===== src/lbc_pkg.sv =====
package lbc_pkg;

  localparam int SLOTS   = 64;
  localparam int IDX_W   = $clog2(SLOTS);
  localparam int CNT_W   = $clog2(SLOTS + 1);
  localparam int KEY_W   = 64;
  localparam int STAMP_W = 64;
  localparam int COST_W  = 31;
  localparam int PIN_W   = 16;
  localparam int BYTES_W = 36;
  localparam int DIM_W   = 15;

  localparam logic [DIM_W-1:0]   MAX_DIM        = DIM_W'(16384);
  localparam logic [PIN_W-1:0]   PIN_MAX        = '1;
  localparam logic [BYTES_W-1:0] DEFAULT_BUDGET = BYTES_W'(134217728);
  localparam logic [6:0]         EVICT_MAX      = 7'd127;

  localparam logic MODE_ACQUIRE = 1'b0;
  localparam logic MODE_RELEASE = 1'b1;

  localparam logic [1:0] ST_HIT     = 2'd0;
  localparam logic [1:0] ST_INSERT  = 2'd1;
  localparam logic [1:0] ST_REFUSED = 2'd2;
  localparam logic [1:0] ST_RELEASE = 2'd3;

  typedef struct packed {
    logic             mode;
    logic [63:0]      entry_key;
    logic [DIM_W-1:0] img_width;
    logic [DIM_W-1:0] img_height;
  } in_item_t;

  typedef struct packed {
    logic [1:0]         status;
    logic [5:0]         slot_index;
    logic [6:0]         evicted_count;
    logic [BYTES_W-1:0] bytes_in_use;
  } out_item_t;

  typedef struct packed {
    logic [KEY_W-1:0]   key;
    logic [STAMP_W-1:0] stamp;
    logic [COST_W-1:0]  cost;
    logic [PIN_W-1:0]   pins;
  } entry_t;

  typedef struct packed {
    logic             rd_en;
    logic [IDX_W-1:0] rd_addr;
    logic             wr_en;
    logic [IDX_W-1:0] wr_addr;
    entry_t           wr_data;
    logic             v_we;
    logic [IDX_W-1:0] v_addr;
    logic             v_set;
  } mem_cmd_t;

  typedef struct packed {
    entry_t data;
    logic   valid;
  } mem_rsp_t;

endpackage


===== src/lbc_seq.sv =====
module lbc_seq (
  input  logic                          clk,
  input  logic                          rst,
  input  logic                          start,
  input  lbc_pkg::in_item_t             in_item,
  output logic                          ready,
  input  logic [lbc_pkg::BYTES_W-1:0]   budget,
  output logic                          res_valid,
  input  logic                          res_take,
  output lbc_pkg::out_item_t            res,
  output lbc_pkg::mem_cmd_t             cmd,
  input  lbc_pkg::mem_rsp_t             rsp
);
  import lbc_pkg::*;

  typedef enum logic [2:0] {
    S_IDLE, S_LOOK, S_RESOLVE, S_CHECK, S_EVICT, S_EVDO, S_INSERT, S_DONE
  } state_t;

  state_t               state;
  in_item_t             item;
  logic [CNT_W-1:0]     issue_cnt;
  logic                 rd_vld;
  logic [IDX_W-1:0]     rd_idx;
  logic                 hit_found;
  logic [IDX_W-1:0]     hit_idx;
  entry_t               hit_ent;
  logic                 free_found;
  logic [IDX_W-1:0]     free_idx;
  logic                 pick_found;
  logic [IDX_W-1:0]     pick_idx;
  logic [STAMP_W-1:0]   pick_stamp;
  logic [COST_W-1:0]    pick_cost;
  logic [COST_W-1:0]    cost;
  logic [BYTES_W-1:0]   total;
  logic [STAMP_W-1:0]   use_clock;
  logic [6:0]           evicted;

  logic [DIM_W-1:0]     w_c;
  logic [DIM_W-1:0]     h_c;
  logic [2*DIM_W-1:0]   area;
  logic [COST_W-1:0]    cost_next;
  logic                 over;
  logic                 last_rd;
  logic [STAMP_W-1:0]   clock_next;
  logic [6:0]           evicted_next;

  assign w_c        = (item.img_width  > MAX_DIM) ? MAX_DIM : item.img_width;
  assign h_c        = (item.img_height > MAX_DIM) ? MAX_DIM : item.img_height;
  assign area       = (2*DIM_W)'(w_c) * (2*DIM_W)'(h_c);
  assign cost_next  = COST_W'({area, 2'b00});
  assign over       = ({1'b0, total} + (BYTES_W+1)'(cost)) > {1'b0, budget};
  assign last_rd    = rd_vld && (rd_idx == IDX_W'(SLOTS - 1));
  assign clock_next = use_clock + STAMP_W'(1);
  assign evicted_next = (evicted == EVICT_MAX) ? evicted : evicted + 7'd1;

  assign ready     = (state == S_IDLE);
  assign res_valid = (state == S_DONE);

  always_comb begin
    cmd         = '0;
    cmd.rd_en   = (state == S_LOOK || state == S_EVICT) && (issue_cnt < CNT_W'(SLOTS));
    cmd.rd_addr = issue_cnt[IDX_W-1:0];
    unique case (state)
      S_RESOLVE: begin
        cmd.wr_addr = hit_idx;
        cmd.wr_data = hit_ent;
        if (hit_found && item.mode == MODE_RELEASE) begin
          cmd.wr_en        = (hit_ent.pins != '0);
          cmd.wr_data.pins = hit_ent.pins - PIN_W'(1);
        end else if (hit_found) begin
          cmd.wr_en         = 1'b1;
          cmd.wr_data.stamp = clock_next;
          cmd.wr_data.pins  = (hit_ent.pins == PIN_MAX) ? PIN_MAX : hit_ent.pins + PIN_W'(1);
        end
      end
      S_EVDO: begin
        cmd.v_we   = pick_found;
        cmd.v_addr = pick_idx;
        cmd.v_set  = 1'b0;
      end
      S_INSERT: begin
        cmd.wr_en         = 1'b1;
        cmd.wr_addr       = free_idx;
        cmd.wr_data.key   = item.entry_key;
        cmd.wr_data.stamp = clock_next;
        cmd.wr_data.cost  = cost;
        cmd.wr_data.pins  = PIN_W'(1);
        cmd.v_we          = 1'b1;
        cmd.v_addr        = free_idx;
        cmd.v_set         = 1'b1;
      end
      default: begin
      end
    endcase
  end

  always_ff @(posedge clk) begin
    if (rst) begin
      state     <= S_IDLE;
      rd_vld    <= 1'b0;
      total     <= '0;
      use_clock <= '0;
    end else begin
      rd_vld <= cmd.rd_en;
      if (cmd.rd_en) begin
        issue_cnt <= issue_cnt + CNT_W'(1);
        rd_idx    <= cmd.rd_addr;
      end
      unique case (state)
        S_IDLE: begin
          if (start) begin
            item       <= in_item;
            issue_cnt  <= '0;
            hit_found  <= 1'b0;
            free_found <= 1'b0;
            evicted    <= '0;
            state      <= S_LOOK;
          end
        end
        S_LOOK: begin
          cost <= cost_next;
          if (rd_vld) begin
            if (rsp.valid && rsp.data.key == item.entry_key && !hit_found) begin
              hit_found <= 1'b1;
              hit_idx   <= rd_idx;
              hit_ent   <= rsp.data;
            end
            if (!rsp.valid && !free_found) begin
              free_found <= 1'b1;
              free_idx   <= rd_idx;
            end
          end
          if (last_rd) begin
            state <= S_RESOLVE;
          end
        end
        S_RESOLVE: begin
          if (item.mode == MODE_RELEASE) begin
            res   <= '{ST_RELEASE, 6'd0, 7'd0, total};
            state <= S_DONE;
          end else if (hit_found) begin
            use_clock <= clock_next;
            res       <= '{ST_HIT, 6'(hit_idx), 7'd0, total};
            state     <= S_DONE;
          end else begin
            state <= S_CHECK;
          end
        end
        S_CHECK: begin
          if (over || !free_found) begin
            issue_cnt  <= '0;
            pick_found <= 1'b0;
            state      <= S_EVICT;
          end else begin
            state <= S_INSERT;
          end
        end
        S_EVICT: begin
          if (rd_vld && rsp.valid && rsp.data.pins == '0 &&
              (!pick_found || rsp.data.stamp < pick_stamp)) begin
            pick_found <= 1'b1;
            pick_idx   <= rd_idx;
            pick_stamp <= rsp.data.stamp;
            pick_cost  <= rsp.data.cost;
          end
          if (last_rd) begin
            state <= S_EVDO;
          end
        end
        S_EVDO: begin
          if (!pick_found) begin
            res   <= '{ST_REFUSED, 6'd0, evicted, total};
            state <= S_DONE;
          end else begin
            total   <= total - BYTES_W'(pick_cost);
            evicted <= evicted_next;
            if (!free_found || pick_idx < free_idx) begin
              free_found <= 1'b1;
              free_idx   <= pick_idx;
            end
            state <= S_CHECK;
          end
        end
        S_INSERT: begin
          use_clock <= clock_next;
          total     <= total + BYTES_W'(cost);
          res       <= '{ST_INSERT, 6'(free_idx), evicted, total + BYTES_W'(cost)};
          state     <= S_DONE;
        end
        S_DONE: begin
          if (res_take) begin
            state <= S_IDLE;
          end
        end
        default: begin
          state <= S_IDLE;
        end
      endcase
    end
  end

  a_no_rw_same_cycle: assert property (@(posedge clk) disable iff (rst)
    !(cmd.rd_en && cmd.wr_en))
    else $error("entry store read and written in one cycle");

  a_rd_in_scan: assert property (@(posedge clk) disable iff (rst)
    rd_vld |-> (state == S_LOOK || state == S_EVICT))
    else $error("read data returned outside a scan");

  a_clock_step: assert property (@(posedge clk) disable iff (rst)
    (state == S_INSERT) |=> (use_clock == $past(use_clock) + STAMP_W'(1)))
    else $error("use clock did not advance on insert");

  a_insert_fits: assert property (@(posedge clk) disable iff (rst)
    (state == S_DONE && res.status == ST_INSERT) |-> (res.bytes_in_use <= budget))
    else $error("insert left bytes in use above budget");

endmodule


===== config.mk =====
export PLATFORM = sky130hd
export DESIGN_NAME = lbc_seq
export DESIGN_NICKNAME = d
export VERILOG_FILES = /design/src/lbc_pkg.sv /design/src/lbc_seq.sv
export SDC_FILE = /design/constraint.sdc
export NUM_CORES = 2
export LEC_CHECK = 0
export ABC_AREA = 0
export CAP_MARGIN = 20
export CORE_ASPECT_RATIO = 0.5
export CORE_MARGIN = 2
export CORE_UTILIZATION = 30
export CTS_CLUSTER_SIZE = 30
export DETAILED_ROUTE_END_ITERATION = 10
export DONT_BUFFER_PORTS = 1
export SLEW_MARGIN = 5
export SYNTH_ARGS = -nofsm -noshare
export SYNTH_HDL_FRONTEND = slang
export SYNTH_SLANG_ARGS = --single-unit

===== constraint.sdc =====
create_clock -name clk -period 7.9 [get_ports clk]
set_input_delay 0 -clock clk [delete_from_list [all_inputs] [get_ports clk]]
set_output_delay 0 -clock clk [all_outputs]
set_load 0.02 [all_outputs]

* Word level (Yosys, flattened, before mapping) *
Cells that the tools add are included.

storage, ports and cells
  output and inout bits = 250
  register bits = 590
  input port bits = 311
  logic and storage cells = 167

operators by class
  $add $sub $neg = 8
  equal/unequal tests = 27
  muxes and demuxes = 54
  multipliers = 1
  bitwise logic cells = 1
  $lt $le $gt $ge = 6
  reduce and logical (&&, ||, !) cells = 42

operators with widths
  cell                                           number
  case mux 182 bit (2 select lines)              1
  2-to-1 mux 64 bit                              4
  2-to-1 mux 51 bit                              3
  case mux 51 bit (3 select lines)               1
  case mux 64 bit (2 select lines)               1
  case mux 36 bit (2 select lines)               1
  adder 64 x 1 -> 64 bit, second input constant  1
  equality test 64 bit                           1
  < comparator 64 bit                            1
  2-to-1 mux 16 bit                              3
  2-to-1 mux 7 bit                               6
  adder 36 x 31 -> 37 bit                        1
  > comparator 37 x 36 -> 1 bit                  1
  adder 36 x 31 -> 36 bit                        1
  2-to-1 mux 36 bit                              1
  subtractor 36 x 31 -> 36 bit                   1
  > comparator 15 bit, second input constant     2
  2-to-1 mux 15 bit                              2
  multiplier 15 x 15 -> 29 bit                   1
  case mux 7 bit (2 select lines)                2
  2-to-1 mux 6 bit                               4
  case mux 3 bit (8 select lines)                1
  != test 2 bit, second input constant           11
  2-to-1 mux 3 bit                               7
  34 further kinds                               81

* Depth between registers and ports, before layout *
  word-level depth = 6
  depth in mapped cells = 28
  mapped depth without buffers = 26

* Least setup slack after synthesis *
Ideal clock, no wire load.

  kind = register to register
  start point = register state[2]
  end point = register hit_ent[0] in the netlist's numbering, enable pin
  period minus slack after synthesis = 7.665 ns
  buffers on the path = 2
  arrival = 7.102 ns
  cell stages (with the launch flop) = 5
  data required time = 7.337 ns
  path slack = 0.235 ns
  cell sequence = dfxtp_1 > buf_2 > buf_1 > nor3_1 > and2_1

between the ends
  cells in the longest elaborated chain, start to end = 2

ends and longest elaborated chain
  element                        RTL line        source
  from (decl)                    lbc_seq.sv:20   state_t state;
  from (signal assigned)         lbc_seq.sv:100  state <= S_IDLE;
  from (signal assigned)         lbc_seq.sv:118  state <= S_LOOK;
  from (signal assigned)         lbc_seq.sv:135  state <= S_RESOLVE;
  equality test 3 x 1 -> 1 bit   lbc_seq.sv:110  unique case (state)
  AND reduction 4 bit (no line)  --
  to (signal assigned)           lbc_seq.sv:127  hit_ent <= rsp.data;
  to (decl)                      lbc_seq.sv:27   entry_t hit_ent;

No other way between the ends.
A chain may end at the register's enable or synchronous reset.

* Worst setup path after layout *
  start point = register item[14] in the netlist's numbering
  end point = register cost[30] (data pin)

between the ends
  cells in the longest elaborated chain, start to end = 3

ends and longest elaborated chain
  element                         RTL line        source
  from (decl)                     lbc_seq.sv:21   in_item_t item;
  from (signal assigned)          lbc_seq.sv:113  item <= in_item;
  > comparator 15 bit             lbc_seq.sv:49   assign h_c = (item.img_height > MAX_DIM) ? MAX_DIM : item.img_height;
  2-to-1 mux 15 bit *             lbc_seq.sv:49
  multiplier 15 x 15 -> 29 bit *  lbc_seq.sv:50   assign area = (2*DIM_W)'(w_c) * (2*DIM_W)'(h_c);
  net area[28]                    lbc_seq.sv:41   logic [2*DIM_W-1:0] area;
  to (signal assigned)            lbc_seq.sv:122  cost <= cost_next;
  to (decl)                       lbc_seq.sv:34   logic [COST_W-1:0] cost;

The timed path passes the listed nets; every way through them passes the cells marked *.

==> impl_metrics.tcl <==
set metrics [dict create \
    outcome "finished, final reports clean" \
    drc_errors 0 \
    rsz0062_at_grt "false" \
    cts_tree "yes" \
    synth_edf_count 486 \
    fp.dieH_um 257 \
    vias_per_cell 5.12 \
    start_util_pct 30.4 \
    hp-start "rsp[70]" \
    finalWirelength_mm 139 \
    rows 92 \
    ys_warn_count 0 \
    layout_commonest_cell "edfxtp_1" \
    required_ps 8290 \
    finalSetupViolations 0 \
    min_period_over_period_pct 91.7 \
    clockRootBuffer "clkbuf_16" \
    cts_max_level 2 \
    nNetsFinal 4957 \
    worst_setup_path_start_kind "flip-flop" \
    cellLeakagePower_nw 18.4 \
    syn-cell-area_um2 38400 \
    timing.rr.start "item[14]$_DFFE_PP_" \
    peakVddDrop_mv 0.164 \
    dp_cells 5387 \
    r2r_setup_slack_ps 660 \
    antenna_left 0 \
    worstMarginPinSlew_ps 1380 \
    cpMaxStageDelayCell "fa_1" \
    routedWlPerCell_um 23.2 \
    syn2layout_area_growth_pct 22.3 \
    synth_seq_cells 590 \
    placed_area_um2 40400 \
    synth_seq_area_share_pct 43.4 \
    setup_tns_ps 0 \
    synth.net_count 4532 \
    post_synth_num_cell_types 92 \
    most-common-layout-cells "edfxtp_1, nor2_1, dlygate4sd3_1, nand2_1, inv_1" \
    core_um2 127000 \
    drive_above_1_share_pct 4.64 \
    timing.rr.end "cost[30]$_DFFE_PP_" \
    fin_skew_ps 37.1 \
    finalInstanceArea_um2 47000 \
    post_cts_resized 0 \
    cp-end-kind "flip-flop" \
    dieArea_um2 131000 \
    finalCriticalPeriod_ps 7240 \
    worstPathMaxFanout 13 \
    clk_pin_slew_ps 70 \
    slew_headroom_pct 7.22 \
    hold_viol 0 \
    hold_class "in2reg" \
    whs_endpoint "pick_stamp[22]$_DFFE_PP_" \
    hold_path_depth 1 \
    fillers 12400 \
    clock_sinks 590 \
    power_density_nw_per_um2 158 \
    ios 561 \
    async_reset_ff_share_pct 0 \
    syn_area_per_cell_um2 10.1 \
    cap_violations 0 \
    grt_usage_pct 20.7 \
    critPathKind "reg2reg" \
    numCtsBuffers 59 \
    grt_pass1_wl_mm 203 \
    vias 30500 \
    syn_inst 3793 \
    max_stage_delay_ps 550 \
    fin_cells 5969 \
    grt_pass1_vias 30700 \
    portBuffers 0 \
    die_w_um 510 \
    rr_worst_depth 26 \
    place_congestion 0.977 \
    hpwl_mm 102 \
    grt-ovfl-total 0 \
    max_freq_mhz 138 \
    grt_max_degree 114 \
    first_pass_iters 6 \
    clock_latency_ps 660 \
    antenna_found_initial 25 \
    synthFlopType "edfxtp_1" \
    clk_path_buf_depth 3 \
    drv_slew 0 \
    crit_arrival_ps 7630 \
    first_iter_violations 2347 \
]
==> final cells by class <==
type	count	area, um^2	share of cell area (%)
diodes	9	22.5	0.0479
clock buffers	83	1630	3.46
clock inverters	28	303	0.644
inverters	373	1400	2.98
multi-input cells	2682	19800	42.1
flip-flops and latches	590	16700	35.5
well taps	1692	2120	4.51
repair buffers	512	5050	10.7
==> synthesized netlist by cell type, types with 9 or more instances <==
master / instances / share of area, %
mux2i_1: 102 / 2.7
and2_1: 28 / 0.46
a2111oi_0: 14 / 0.32
o31ai_1: 14 / 0.27
and3_1: 32 / 0.52
o21a_1: 20 / 0.39
a31oi_1: 13 / 0.21
a21oi_1: 166 / 2.2
xnor2_1: 115 / 2.6
nor3_1: 58 / 0.76
o221ai_1: 9 / 0.21
o21ai_0: 135 / 1.8
a221o_1: 9 / 0.23
buf_1: 14 / 0.14
nand2_1: 385 / 3.8
nand3_1: 73 / 0.95
a211oi_1: 55 / 1.1
or3_1: 47 / 0.77
dfxtp_1: 104 / 5.4
clkbuf_1: 115 / 1.1
edfxtp_1: 486 / 38
ha_1: 260 / 8.5
nand2b_1: 22 / 0.36
fa_1: 168 / 8.8
inv_1: 371 / 3.6
xor2_1: 120 / 2.7
a311oi_1: 15 / 0.34
nand4_1: 49 / 0.80
a21o_1: 64 / 1.3
a221oi_1: 10 / 0.23
nor4_1: 32 / 0.52
and4_1: 10 / 0.23
nor2_1: 481 / 4.7
nor2b_1: 47 / 0.77
or2_2: 9 / 0.15
buf_2: 10 / 0.13
o211ai_1: 13 / 0.25
==> metrics by stage <==
stage	setup slack (ps)	util, %	total power [mW]	hold WS [ps]
final	659	37.1	7.40	25.8
after detailed placement	630	31.9	4.30	98.9
after global placement	678	31.9	4.28	98.9
after CTS	615	37.1	7.46	0.433
after global routing	233	37.1	7.70	5.30
after floorplan	235	-	4.10	98.9
==> layer usage <==
| layer | track usage (%) | vias to the layer above | share of wire [%] | wire [um] |
|---|---|---|---|---|
| met4 | 8.18 | 18 | 4.4 | 6150 |
| met5 | 0 | - | 0.097 | 135 |
| met3 | 4.40 | 295 | 6.7 | 9250 |
| li1 | - | 14100 | - | - |
| met1 | 26.3 | 15100 | 42 | 57700 |
| met2 | 34.2 | 1059 | 47 | 65300 |
==> sequential cells by signal, indices dropped and copies added, names as in the netlist, 29 cells and up <==
| name | flops |
|---|---|
| item | 95 |
| pick_cost | 31 |
| res | 51 |
| use_clock | 64 |
| total | 36 |
| pick_stamp | 64 |
| hit_ent | 175 |
| cost | 29 |
==> power by group <==
| part | leakage, nW | total, mW | switching [mW] | internal, mW |
|---|---|---|---|---|
| logic | 12.2 | 0.996 | 0.546 | 0.450 |
| clock network | 0.934 | 2.93 | 1.33 | 1.61 |
| registers | 5.27 | 3.47 | 0.0475 | 3.42 |
==> logic make-up after synthesis <==
logic type | count (synthesis) | synth area share, %
AND/OR/NAND/NOR | 1302 | 15.5
AO/OA/AOI/OAI | 606 | 10.3
flip-flops | 590 | 43.4
buffers and inverters | 521 | 5.22
adder cells (fa/ha/maj) | 428 | 17.2
XOR/XNOR | 235 | 5.36
multiplexers | 111 | 2.93
==> worst max path at each step <==
| stage | startpoint | to | slack (ps) | depth (start not counted) |
|---|---|---|---|---|
| floorplan | state[2]$_SDFFE_PP0P_ | hit_ent[0]$_DFFE_PP_ | 240 | 4 |
| global placement | item[14]$_DFFE_PP_ | cost[30]$_DFFE_PP_ | 680 | 26 |
| detailed placement | item[14]$_DFFE_PP_ | cost[30]$_DFFE_PP_ | 630 | 26 |
| CTS | item[14]$_DFFE_PP_ | cost[30]$_DFFE_PP_ | 610 | 26 |
| global route | item[14]$_DFFE_PP_ | cost[24]$_DFFE_PP_ | 230 | 26 |
| finish | item[14]$_DFFE_PP_ | cost[30]$_DFFE_PP_ | 660 | 26 |
==> repair_timing <==
| action | 4_1_cts | 5_1_grt |
|---|---|---|
| hold endpoints to repair | 596 | 0 |
| setup buffers | 0 | 0 |
| hold buffers | 460 | 0 |
==> worst max-delay path: cells and delay by family, from the launching register on <==
family	cells	cell delay [ps]
DFF	1	350
adders and majority gates	7	3450
buffers and inverters	7	600
AOI/OAI and AO/OA	6	1430
and+or+nand+nor	6	1160
Note: power is estimated with default switching activity, not from simulation.
